<file path="src/hte_pkg.sv">
`timescale 1ns / 1ps
package hte_pkg;

  // Largest marker the datapath is built for, in bytes.
  localparam int MARK_CAP = 4;
  localparam int QUEUE_DEPTH = 4;

  // Configuration register indexes (byte address is four times the index).
  localparam logic [2:0] REG_HEAD_PATTERN = 3'd0;
  localparam logic [2:0] REG_HEAD_LENGTH  = 3'd1;
  localparam logic [2:0] REG_TAIL_PATTERN = 3'd2;
  localparam logic [2:0] REG_TAIL_LENGTH  = 3'd3;
  localparam logic [2:0] REG_BYPASS       = 3'd4;

  typedef struct packed {
    logic [7:0] data_in;
    logic       chunk_last;
  } in_item_t;

  typedef struct packed {
    logic [7:0] data_out;
    logic       frame_last;
  } out_item_t;

  typedef struct packed {
    logic [31:0] head_pattern;
    logic [2:0]  head_length;
    logic [31:0] tail_pattern;
    logic [2:0]  tail_length;
    logic        bypass;
  } cfg_t;

  // One queue entry: cnt bytes to emit, highest index first, last flag on the final one.
  typedef struct packed {
    logic [2:0]                cnt;
    logic [MARK_CAP-1:0][7:0]  bytes;
    logic                      last;
  } cmd_t;

endpackage

</file>
<file path="src/head_tail_frame_extractor_core.sv">
`timescale 1ns / 1ps
// Throughput: one byte accepted and one result delivered per cycle while the queue is not
// full and the receiver is ready; a head match emits its 1 to 4 bytes from a four-entry queue,
// and a four-byte head can stall the input even with the receiver always ready.
// Reset (rst_n low, synchronous): configuration and control registers return to their reset
// values, the frame state goes back to searching for a head, and the queue and output are emptied.
module head_tail_frame_extractor_core #(
  parameter int MARK_MAX_BYTES = 4
) (
  input  logic               clk,
  input  logic               rst_n,
  input  logic               in_valid,
  output logic               in_ready,
  input  hte_pkg::in_item_t  in_data,
  output logic               out_valid,
  input  logic               out_ready,
  output hte_pkg::out_item_t out_data,
  input  logic               cfg_psel,
  input  logic               cfg_penable,
  input  logic               cfg_pwrite,
  input  logic [4:0]         cfg_paddr,
  input  logic [31:0]        cfg_pwdata,
  output logic [31:0]        cfg_prdata,
  output logic               cfg_pready
);
  import hte_pkg::*;

  localparam int MARK_LIM = (MARK_MAX_BYTES < 1) ? 1 :
                            (MARK_MAX_BYTES > MARK_CAP) ? MARK_CAP : MARK_MAX_BYTES;

  cfg_t       cfg_r;
  logic       cfg_wr;
  logic [2:0] reg_idx;
  logic       q_push, q_pop, q_full, q_empty;
  cmd_t       q_in, q_head;

  assign cfg_pready = 1'b1;
  assign cfg_wr     = cfg_psel && cfg_penable && cfg_pwrite && cfg_pready;
  assign reg_idx    = cfg_paddr[4:2];

  always_ff @(posedge clk) begin
    if (!rst_n) begin
      cfg_r.head_pattern <= '0;
      cfg_r.head_length  <= 3'd1;
      cfg_r.tail_pattern <= '0;
      cfg_r.tail_length  <= 3'd1;
      cfg_r.bypass       <= 1'b0;
    end else if (cfg_wr) begin
      case (reg_idx)
        REG_HEAD_PATTERN: cfg_r.head_pattern <= cfg_pwdata;
        REG_HEAD_LENGTH:  cfg_r.head_length  <= cfg_pwdata[2:0];
        REG_TAIL_PATTERN: cfg_r.tail_pattern <= cfg_pwdata;
        REG_TAIL_LENGTH:  cfg_r.tail_length  <= cfg_pwdata[2:0];
        REG_BYPASS:       cfg_r.bypass       <= cfg_pwdata[0];
        default: ;
      endcase
    end
  end

  always_comb begin
    case (reg_idx)
      REG_HEAD_PATTERN: cfg_prdata = cfg_r.head_pattern;
      REG_HEAD_LENGTH:  cfg_prdata = {29'd0, cfg_r.head_length};
      REG_TAIL_PATTERN: cfg_prdata = cfg_r.tail_pattern;
      REG_TAIL_LENGTH:  cfg_prdata = {29'd0, cfg_r.tail_length};
      REG_BYPASS:       cfg_prdata = {31'd0, cfg_r.bypass};
      default:          cfg_prdata = '0;
    endcase
  end

  hte_front #(
    .MARK_LIM(MARK_LIM)
  ) u_front (
    .clk      (clk),
    .rst_n    (rst_n),
    .in_valid (in_valid),
    .in_ready (in_ready),
    .in_item  (in_data),
    .cfg      (cfg_r),
    .q_full   (q_full),
    .push     (q_push),
    .cmd      (q_in)
  );

  hte_fifo u_fifo (
    .clk      (clk),
    .rst_n    (rst_n),
    .push     (q_push),
    .push_cmd (q_in),
    .pop      (q_pop),
    .head     (q_head),
    .full     (q_full),
    .empty    (q_empty)
  );

  hte_back u_back (
    .clk       (clk),
    .rst_n     (rst_n),
    .q_empty   (q_empty),
    .head      (q_head),
    .pop       (q_pop),
    .out_valid (out_valid),
    .out_ready (out_ready),
    .out_item  (out_data)
  );

endmodule

</file>
<file path="src/hte_front.sv">
`timescale 1ns / 1ps
module hte_front #(
  parameter int MARK_LIM = 4
) (
  input  logic              clk,
  input  logic              rst_n,
  input  logic              in_valid,
  output logic              in_ready,
  input  hte_pkg::in_item_t in_item,
  input  hte_pkg::cfg_t     cfg,
  input  logic              q_full,
  output logic              push,
  output hte_pkg::cmd_t     cmd
);
  import hte_pkg::*;

  localparam int CW = $clog2(MARK_LIM + 1);

  logic [MARK_LIM-1:0][7:0] win_r, win_nxt, win_sh;
  logic [CW-1:0]            wc_r, wc_nxt, wc_inc;
  logic                     in_frame_r, in_frame_nxt;
  logic [2:0]               head_len, tail_len;
  logic                     head_hit, tail_hit, fire;

  function automatic logic [2:0] eff_len(input logic [2:0] len);
    logic [2:0] r;
    r = len;
    if (len == 3'd0) begin
      r = 3'd1;
    end else if (len > 3'(MARK_LIM)) begin
      r = 3'(MARK_LIM);
    end
    return r;
  endfunction

  assign in_ready = !q_full;
  assign fire     = in_valid && in_ready;
  assign head_len = eff_len(cfg.head_length);
  assign tail_len = eff_len(cfg.tail_length);

  always_comb begin
    win_sh[0] = in_item.data_in;
    for (int k = 1; k < MARK_LIM; k++) begin
      win_sh[k] = win_r[k-1];
    end
    wc_inc = (wc_r < CW'(MARK_LIM)) ? wc_r + CW'(1) : wc_r;
  end

  // Compare the window after the new byte has been shifted in; only the used bytes count.
  always_comb begin
    head_hit = (3'(wc_inc) >= head_len);
    tail_hit = (3'(wc_inc) >= tail_len);
    for (int k = 0; k < MARK_LIM; k++) begin
      if ((3'(k) < head_len) && (win_sh[k] != cfg.head_pattern[8*k +: 8])) begin
        head_hit = 1'b0;
      end
      if ((3'(k) < tail_len) && (win_sh[k] != cfg.tail_pattern[8*k +: 8])) begin
        tail_hit = 1'b0;
      end
    end
  end

  always_comb begin
    cmd          = '0;
    cmd.cnt      = 3'd1;
    cmd.bytes[0] = in_item.data_in;
    push         = 1'b0;
    win_nxt      = win_r;
    wc_nxt       = wc_r;
    in_frame_nxt = in_frame_r;
    if (cfg.bypass) begin
      push     = fire;
      cmd.last = in_item.chunk_last;
    end else if (!in_frame_r) begin
      push    = fire && head_hit;
      cmd.cnt = head_len;
      for (int k = 0; k < MARK_LIM; k++) begin
        cmd.bytes[k] = win_sh[k];
      end
      if (fire) begin
        if (head_hit) begin
          win_nxt      = '0;
          wc_nxt       = '0;
          in_frame_nxt = 1'b1;
        end else begin
          win_nxt = win_sh;
          wc_nxt  = wc_inc;
        end
      end
    end else begin
      push     = fire;
      cmd.last = tail_hit;
      if (fire) begin
        if (tail_hit) begin
          win_nxt      = '0;
          wc_nxt       = '0;
          in_frame_nxt = 1'b0;
        end else begin
          win_nxt = win_sh;
          wc_nxt  = wc_inc;
        end
      end
    end
  end

  always_ff @(posedge clk) begin
    if (!rst_n) begin
      win_r      <= '0;
      wc_r       <= '0;
      in_frame_r <= 1'b0;
    end else begin
      win_r      <= win_nxt;
      wc_r       <= wc_nxt;
      in_frame_r <= in_frame_nxt;
    end
  end

endmodule

</file>
<file path="src/hte_fifo.sv">
`timescale 1ns / 1ps
module hte_fifo (
  input  logic          clk,
  input  logic          rst_n,
  input  logic          push,
  input  hte_pkg::cmd_t push_cmd,
  input  logic          pop,
  output hte_pkg::cmd_t head,
  output logic          full,
  output logic          empty
);
  import hte_pkg::*;

  localparam int PW = $clog2(QUEUE_DEPTH);
  localparam int NW = $clog2(QUEUE_DEPTH + 1);

  cmd_t          ent_r [QUEUE_DEPTH];
  logic [PW-1:0] wr_ptr_r, rd_ptr_r;
  logic [NW-1:0] count_r, count_nxt;

  assign full  = (count_r == NW'(QUEUE_DEPTH));
  assign empty = (count_r == '0);
  assign head  = ent_r[rd_ptr_r];

  always_comb begin
    count_nxt = count_r;
    if (push && !pop) begin
      count_nxt = count_r + NW'(1);
    end else if (pop && !push) begin
      count_nxt = count_r - NW'(1);
    end
  end

  always_ff @(posedge clk) begin
    if (push) begin
      ent_r[wr_ptr_r] <= push_cmd;
    end
  end

  always_ff @(posedge clk) begin
    if (!rst_n) begin
      wr_ptr_r <= '0;
      rd_ptr_r <= '0;
      count_r  <= '0;
    end else begin
      if (push) begin
        wr_ptr_r <= wr_ptr_r + PW'(1);
      end
      if (pop) begin
        rd_ptr_r <= rd_ptr_r + PW'(1);
      end
      count_r <= count_nxt;
    end
  end

`ifndef SYNTHESIS
  a_no_push_full: assert property (@(posedge clk) disable iff (!rst_n) push |-> !full)
    else $error("queue written while full");
  a_no_pop_empty: assert property (@(posedge clk) disable iff (!rst_n) pop |-> !empty)
    else $error("queue read while empty");
  a_count_track: assert property (@(posedge clk) disable iff (!rst_n)
    (push && !pop) |=> (count_r == $past(count_r) + NW'(1)))
    else $error("queue count did not follow a push");
`endif

endmodule

</file>
<file path="src/hte_back.sv">
`timescale 1ns / 1ps
module hte_back (
  input  logic               clk,
  input  logic               rst_n,
  input  logic               q_empty,
  input  hte_pkg::cmd_t      head,
  output logic               pop,
  output logic               out_valid,
  input  logic               out_ready,
  output hte_pkg::out_item_t out_item
);
  import hte_pkg::*;

  localparam int SW = $clog2(MARK_CAP);

  logic [SW-1:0] pos_r, pos_nxt;
  logic          out_valid_r, out_valid_nxt;
  out_item_t     out_item_r, out_item_nxt;
  logic          load, at_end;
  logic [2:0]    sel;

  assign out_valid = out_valid_r;
  assign out_item  = out_item_r;

  // Bytes of an entry go out from the highest index down to index zero.
  assign load   = !q_empty && (!out_valid_r || out_ready);
  assign sel    = head.cnt - 3'd1 - 3'(pos_r);
  assign at_end = (3'(pos_r) == head.cnt - 3'd1);
  assign pop    = load && at_end;

  always_comb begin
    pos_nxt       = pos_r;
    out_valid_nxt = out_valid_r;
    out_item_nxt  = out_item_r;
    if (load) begin
      out_valid_nxt           = 1'b1;
      out_item_nxt.data_out   = head.bytes[sel[SW-1:0]];
      out_item_nxt.frame_last = at_end && head.last;
      pos_nxt                 = at_end ? '0 : pos_r + SW'(1);
    end else if (out_ready) begin
      out_valid_nxt = 1'b0;
    end
  end

  always_ff @(posedge clk) begin
    out_item_r <= out_item_nxt;
  end

  always_ff @(posedge clk) begin
    if (!rst_n) begin
      pos_r       <= '0;
      out_valid_r <= 1'b0;
    end else begin
      pos_r       <= pos_nxt;
      out_valid_r <= out_valid_nxt;
    end
  end

`ifndef SYNTHESIS
  a_pos_in_entry: assert property (@(posedge clk) disable iff (!rst_n)
    !q_empty |-> (3'(pos_r) < head.cnt))
    else $error("byte position runs past the queue entry");
  a_pos_idle_zero: assert property (@(posedge clk) disable iff (!rst_n)
    q_empty |-> (pos_r == '0))
    else $error("byte position left over with an empty queue");
`endif

endmodule

</file>
<file path="config.mk">
export PLATFORM = sky130hd
export DESIGN_NAME = head_tail_frame_extractor_core
export DESIGN_NICKNAME = d
export VERILOG_FILES = /design/src/hte_pkg.sv /design/src/head_tail_frame_extractor_core.sv /design/src/hte_front.sv /design/src/hte_fifo.sv /design/src/hte_back.sv
export SDC_FILE = /design/constraint.sdc
export NUM_CORES = 1
export LEC_CHECK = 0
export ABC_AREA = 1
export ABC_CLOCK_PERIOD_IN_PS = 6330
export BUFFER_PORTS_ARGS = -buffer_cell sky130_fd_sc_hd__buf_2
export CAP_MARGIN = 10
export CORE_ASPECT_RATIO = 0.9
export CORE_UTILIZATION = 64
export DETAILED_ROUTE_END_ITERATION = 8
export HOLD_SLACK_MARGIN = 0.05
export PLACE_DENSITY = 0.95
export SLEW_MARGIN = 20
export SYNTH_ARGS = -nofsm -noshare
export SYNTH_HDL_FRONTEND = slang
export SYNTH_SLANG_ARGS = --single-unit
export TNS_END_PERCENT = 10
</file>
<file path="constraint.sdc">
create_clock -name clk -period 6.33 [get_ports clk]
set_clock_uncertainty 0.15 [all_clocks]
set_input_delay 0.3165 -clock clk [delete_from_list [all_inputs] [get_ports clk]]
set_output_delay 0.3165 -clock clk [all_outputs]
set_load 0.02 [all_outputs]
</file>
==> results of run 1 <==
[cell families (layout without fill, tap and decap cells)]
group / after synthesis / in the layout
flops: 264 / 264
compound gates: 343 / 343
other cells: 1 / 1
simple gates: 469 / 469
xor+xnor: 37 / 37
buf+inv: 186 / 315
fa+ha+maj: 15 / 15
[per-stage QoR]
step,cells,cell area (um^2)
6_report,1684,13760
5_1_grt,1684,13760
4_1_cts,1680,13660
3_5_place_dp,1589,12390
3_3_place_gp,1589,12390
2_1_floorplan,1315,11840
[cell usage in the layout (no fill, tap or decap), drive strengths merged, types with 5 or more instances in the layout]
cell         netlist  routed
a22o               6       6
buf               15     105
o221ai            16      16
o22ai             24      24
nand3             48      48
nor2             214     214
ha                14      14
a21oi             80      80
nand4              5       5
xor2              12      12
dfxtp            111     111
edfxtp           153     153
nand2            192     192
dlygate4sd3        0      44
o21ai            207     207
clkinv             1      14
xnor2             25      25
nor3               6       6
inv              118     117
clkbuf            52      31
[flip-flops by register name, summed over array words and instances, names as in the netlist, named ones only]
name and count:
u_fifo.ent_r 144, cfg_r 71, u_front.win_r 24, u_back.out_item 9
u_fifo.count_r 3, u_front.wc_r 3, u_back.pos_r 2, u_fifo.rd_ptr_r 2
u_fifo.wr_ptr_r 2, u_back.out_valid 1, u_front.in_frame_r 1
[repair_timing]
item | in CTS | in global routing
buffers inserted | 0 | 0
hold endpoints to repair | 108 | 0
hold buffers | 44 | 0
setup endpoints to repair | 0 | 0
[where the power goes]
group	total (W)	leakage, nW	switching [W]	internal [W]
registers	0.00187	2.29	0.0000307	0.00184
clock network	0.00152	0.402	0.000647	0.000875
logic	0.000278	2.76	0.000176	0.000102
total	0.00367	5.45	0.000853	0.00282
[synthesized netlist by cell type, types with 2 or more instances]
cell	number	area [um^2]
nand3_1	47	235.2
o2111ai_1	2	17.52
ha_1	14	175.2
xor2_1	12	105.1
buf_1	2	7.510
buf_6	5	56.30
nand4_1	5	31.28
a21oi_1	80	400.4
edfxtp_1	153	4594
clkbuf_1	52	195.2
o211ai_1	3	22.52
inv_1	112	420.4
o21ai_1	7	35.03
o22ai_1	24	150.1
o21ai_0	200	1001
inv_2	6	22.52
buf_2	5	25.02
buf_4	3	22.52
nor2_1	212	795.8
nor3_1	5	25.02
o221ai_1	16	140.1
nand2_1	192	720.7
xnor2_1	25	219.0
dfxtp_1	111	2222
a22o_1	6	52.55
[per-layer routing]
layer / global-route usage / share of wire
met1: 0.4255 / 0.38
met5: 0 / 0
met3: 0.05313 / 0.11
met4: 0.1474 / 0.040
met2: 0.5769 / 0.47
[cell type report]
cell class	count	area (um^2)
fillers	1100	4084
inverters	119	447.9
well taps	240	300.3
clock buffers	31	669.4
clock inverters	16	160.2
multi-input cells	865	4302
flip-flops and latches	264	6818
repair buffers	149	1061
[path summary, 6_finish.rpt]
kind | start | to | slack (ns) | depth (start not counted)
setup / recovery | flip-flop | u_back.out_item[7] | 1.78 | 8
hold / removal | in_data[0] | u_fifo.ent_r[0][0] | 0.10 | 3
setup reg to reg | flip-flop | u_back.out_item[7] | 1.78 | 8
hold reg to reg | cfg_r[21] | cfg_r[21] | 0.34 | 2
[worst max-delay path: cells and delay by family, from the launching register on]
family / cells / cell delay, ns
AND/OR/NAND/NOR: 1 / 0.27
buffers and inverters: 3 / 2.11
adder cells (fa/ha/maj): 1 / 0.71
AO/OA/AOI/OAI: 3 / 0.67
flip-flops: 1 / 0.32
==> impl_metrics.env, run 1 <==
export IMPL_placementRows=46
export IMPL_cts_resized_gates=0
export IMPL_max_slew_margin_rel=0.3576
export IMPL_synth_flop_cell="edfxtp_1"
export IMPL_first_pass_iters=6
export IMPL_port_buffer_count=93
export IMPL_power_density_mw_per_mm2=266.9
export IMPL_async_reset_ff_frac=0
export IMPL_holdWs_ns=0.1029
export IMPL_htreeDepth=1
export IMPL_cts_inserted_buffers=26
export IMPL_fin_tns_setup_ns=0
export IMPL_max_freq_mhz=219.8
export IMPL_insertion_delay_ns=0.54
export IMPL_rsz0062_at_grt="false"
export IMPL_ant_nets=0
export IMPL_vdd_ir_drop_max_uv=237.2
export IMPL_drt_total_wl_um=32380
export IMPL_synthesis_nets=1383
export IMPL_cts_tree="done"
export IMPL_synth_edff_count=153
export IMPL_slew_viol_final=0
export IMPL_gp_congestion=0.9037
export IMPL_critPathSlowestCell="clkinv_2"
export IMPL_io_pins=97
export IMPL_cpPeakStageDelay_ns=0.94
export IMPL_min_period_over_period=0.7188
export IMPL_die_area_mm2=0.01905
export IMPL_hold_violations=0
export IMPL_avgSynthCellArea_um2=9.003
export IMPL_setup_ws_ns=1.780
export IMPL_drv_cap=0
export IMPL_yosysUniqueCellTypes=41
export IMPL_crit_required_ns=6.45
export IMPL_p_leak_nw=5.451
export IMPL_die_y_um=131.0
export IMPL_syn_inst=1315
export IMPL_area_growth_pct=16.21
export IMPL_synth_compound_area_frac=0.1572
export IMPL_min_delay_path_class="input pin to flip-flop"
export IMPL_gr_total_overflow=0
export IMPL_die_w_um=145.4
export IMPL_grt_pass1_wl_um=49460
export IMPL_vias=10310
export IMPL_status="finished, final reports clean"
export IMPL_period_minus_slack_ns=4.550
export IMPL_synthAdderAreaFrac=0.01649
export IMPL_cts_sinks=264
export IMPL_ctsLongestPathBuffers=3
export IMPL_path_max_fanout=73
export IMPL_yosys_mux_area_fraction=0
export IMPL_fin_nets=1493
export IMPL_root_buffer="clkbuf_16"
export IMPL_start_util=0.6635
export IMPL_synth_seq_cells=264
export IMPL_drive_gt1_frac=0.1087
export IMPL_critPathCaptureType="flip-flop"
export IMPL_antenna_diode_count=0
export IMPL_critPathKind="flip-flop to flip-flop"
export IMPL_track_usage=0.3347
export IMPL_drc=0
export IMPL_routedWlPerCell_um=19.23
export IMPL_synthSimpleGateAreaFrac=0.1593
export IMPL_worst_slew_pin_slew_ns=0.9613
export IMPL_first_iter_violations=1497
export IMPL_ys_warn_count=0
export IMPL_ys_seq_area_frac=0.5758
export IMPL_post_route_util=0.7711
export IMPL_grt_pass1_vias=9624
export IMPL_grt_max_degree=108
export IMPL_setup_viol=0
export IMPL_startpoint_type="flip-flop"
export IMPL_path_cells="buf_4, clkinv_2, nand2_1, a32oi_1, ha_1, clkinv_1, o21ai_0, o21ai_1"
export IMPL_synthesis_area_mm2=0.01184
export IMPL_core_area_mm2=0.01784
export IMPL_path_clk_slew_ns=0.06
export IMPL_antenna_found_initial=0
export IMPL_synth_xor_area_frac=0.02737
export IMPL_dpl_worst_slack_ns=2.014
export IMPL_viasPerCell=6.123
export IMPL_crit_arrival_ns=4.67
export IMPL_detailed_place_hpwl_um=19160
export IMPL_total_power_w=0.003672
export IMPL_synth_top_family_by_area="simple AND/OR/NAND/NOR gates"
No activity file was read; power rests on OpenSTA's default activity.
==> inputs of run 2 (changes only) <==
ABC_CLOCK_PERIOD_IN_PS = 4500   (was 6330)
CORE_UTILIZATION = 60   (was 64)
PLACE_DENSITY = 0.92   (was 0.95)
clock period = 4.5 ns   (was 6.33 ns; I/O delays follow)
==> run 2 against run 1 <==
Against the previous run:
- core utilization down 6.0 points
- cell area down 0.29%
- global-route usage down 2.7 points
- total power up 38%
- routed wire length down 3.7%
- sequential cell count unchanged
- final cell count up 1.1%
==> impl_metrics.env, run 2 (same netlist as run 1, synthesis figures left out) <==
export IMPL_cts_sinks=264
export IMPL_start_util=0.6141
export IMPL_status="finished, final reports clean"
export IMPL_insertion_delay_ns=0.53
export IMPL_htreeDepth=1
export IMPL_grt_pass1_wl_um=48430
export IMPL_path_delay_family="adder cells"
export IMPL_first_iter_violations=1105
export IMPL_fin_nets=1500
export IMPL_drt_total_wl_um=31190
export IMPL_max_slew_margin_rel=0.2537
export IMPL_die_area_mm2=0.02030
export IMPL_die_y_um=135.3
export IMPL_rsz0062_at_grt="false"
export IMPL_power_density_mw_per_mm2=368.2
export IMPL_multi_input_area_mm2=0.004302
export IMPL_hold_end="u_fifo.wr_ptr_r[0]"
export IMPL_min_delay_path_class="input pin to flip-flop"
export IMPL_layout_commonest_cell="nor2_1"
export IMPL_crit_arrival_ns=3.85
export IMPL_drv_cap=0
export IMPL_port_buffer_count=93
export IMPL_top_regs="u_fifo.ent_r: 144 flops, cfg_r: 71 flops, u_front.win_r: 24 flops"
export IMPL_startpoint_type="flip-flop"
export IMPL_path_clk_slew_ns=0.06
export IMPL_min_period_over_period=0.7990
export IMPL_path_cells="buf_4, nand2_1, a32o_1, ha_1, xnor2_1, nor2_1, nand4_1, ha_1, inv_1, fa_1, a21oi_1, o21ai_0, o21ai_0, a21oi_1"
export IMPL_place_area_mm2=0.01246
export IMPL_fin_tns_setup_ns=0
export IMPL_reg2reg_setup_slack_ns=0.90
export IMPL_io_pins=97
export IMPL_critPathKind="flip-flop to flip-flop"
export IMPL_first_pass_iters=6
export IMPL_grt_max_degree=81
export IMPL_reg2reg_to="u_fifo.count_r[2]"
export IMPL_cts_tree="done"
export IMPL_fill_cells=1290
export IMPL_critPathSlowestCell="buf_4"
export IMPL_vdd_ir_drop_max_uv=320.8
export IMPL_min_from="in_valid"
export IMPL_period_minus_slack_ns=3.595
export IMPL_root_buffer="clkbuf_16"
export IMPL_worst_slew_pin_slew_ns=1.119
export IMPL_slew_viol_final=0
export IMPL_gp_congestion=0.9164
export IMPL_min_path_cells=6
export IMPL_antenna_found_initial=1
export IMPL_detailed_place_hpwl_um=18990
export IMPL_ant_nets=0
export IMPL_vias=10260
export IMPL_drive_gt1_frac=0.1082
export IMPL_ff_latch_area_mm2=0.006818
export IMPL_cts_inserted_buffers=26
export IMPL_crit_required_ns=4.75
export IMPL_reg2regPathDepth=14
export IMPL_viasPerCell=6.030
export IMPL_critPathCaptureType="flip-flop"
export IMPL_core_area_mm2=0.01928
export IMPL_path_max_fanout=62
export IMPL_die_w_um=150.1
export IMPL_placementRows=48
export IMPL_final_cell_mix="nor2_1 (207), o21ai_0 (200), nand2_1 (192)"
export IMPL_postLayoutCellArea_mm2=0.01372
export IMPL_cpPeakStageDelay_ns=0.52
export IMPL_worst_path_buf_inv=2
export IMPL_gr_total_overflow=0
export IMPL_max_freq_mhz=278.1
export IMPL_top_register="u_fifo.ent_r"
export IMPL_ctsLongestPathBuffers=3
export IMPL_setup_viol=0
export IMPL_routedWlPerCell_um=18.32
export IMPL_p_leak_nw=5.448
export IMPL_drc=0
export IMPL_cts_resized_gates=0
export IMPL_grt_pass1_vias=9743
export IMPL_track_usage=0.3082
export IMPL_largest_reg_flops=144
export IMPL_area_growth_pct=15.87
export IMPL_total_power_w=0.005051
export IMPL_hold_violations=0
## run 2: cell count changes in the layout (fill, tap and decap cells not counted)
cell and change:
buf_4 +8, bufinv_16 -2, buf_12 -2, clkinv_2 -2
diode_2 +1, dlygate4sd3_1 +3, clkinv_8 -1, inv_2 +1
clkbuf_16 +1, clkinvlp_4 -1, clkbuf_1 +4, buf_16 -2
## run 2: area by class of cell
cell class / count / share of cell area
multi-input combinational: 865 / 0.3136
inverter: 119 / 0.03256
tap: 250 / 0.02280
clock inverter: 11 / 0.005199
clock buffer: 36 / 0.05171
sequential: 264 / 0.4970
timing repair buffer: 156 / 0.07698
antenna: 1 / 0.0001824
## run 2: timing repair
action | CTS | global route
hold buffers | 47 | 0
endpoints found under the setup margin | 0 | 0
setup buffers | 0 | 0
hold endpoints to repair | 116 | 0
## run 2: worst max-delay path by stage
| stage | from | cells past startpoint | end | slack [ns] |
|---|---|---|---|---|
| floorplan | u_front.wc_r[0] | 12 | u_fifo.ent_r[0][0] | 0.58 |
| global placement | flip-flop | 14 | u_fifo.count_r[2] | 1.12 |
| detailed placement | flip-flop | 14 | u_fifo.count_r[2] | 0.94 |
| CTS | flip-flop | 14 | u_fifo.count_r[2] | 0.93 |
| global route | flip-flop | 14 | u_fifo.count_r[2] | 0.57 |
| finish | flip-flop | 14 | u_fifo.count_r[2] | 0.90 |
## run 2: tightest hold or removal path, delay by kind of cell
kind / cells / cell delay, ns
buffers and inverters: 2 / 0.19
AND/OR/NAND/NOR: 4 / 0.26
## run 2: through the flow
stage / instances / util / hold slack (ns) / setup slack (ns)
after global placement: 1607 / 0.6465 / 0.3093 / 1.120
final: 1702 / 0.7116 / 0.06170 / 0.9047
after global routing: 1702 / 0.7116 / 0.1056 / 0.5734
after floorplan: 1315 / - / 0.1739 / 0.5848
after CTS: 1701 / 0.7114 / 0.05355 / 0.9342
after detailed placement: 1607 / 0.6465 / 0.3159 / 0.9381
## run 2: power by group
group	switching [W]	leakage, nW	internal [W]
clock network	0.000875	0.380	0.00115
logic	0.000247	2.78	0.000146
registers	0.0000416	2.29	0.00259
## run 2: metal layers
layer / track usage / wire length (um) / part of all wire
met4: 0.1481 / 1491 / 0.048
met2: 0.5249 / 14810 / 0.47
met3: 0.05993 / 3294 / 0.11
met1: 0.3766 / 11600 / 0.37
met5: 0 / 0 / 0
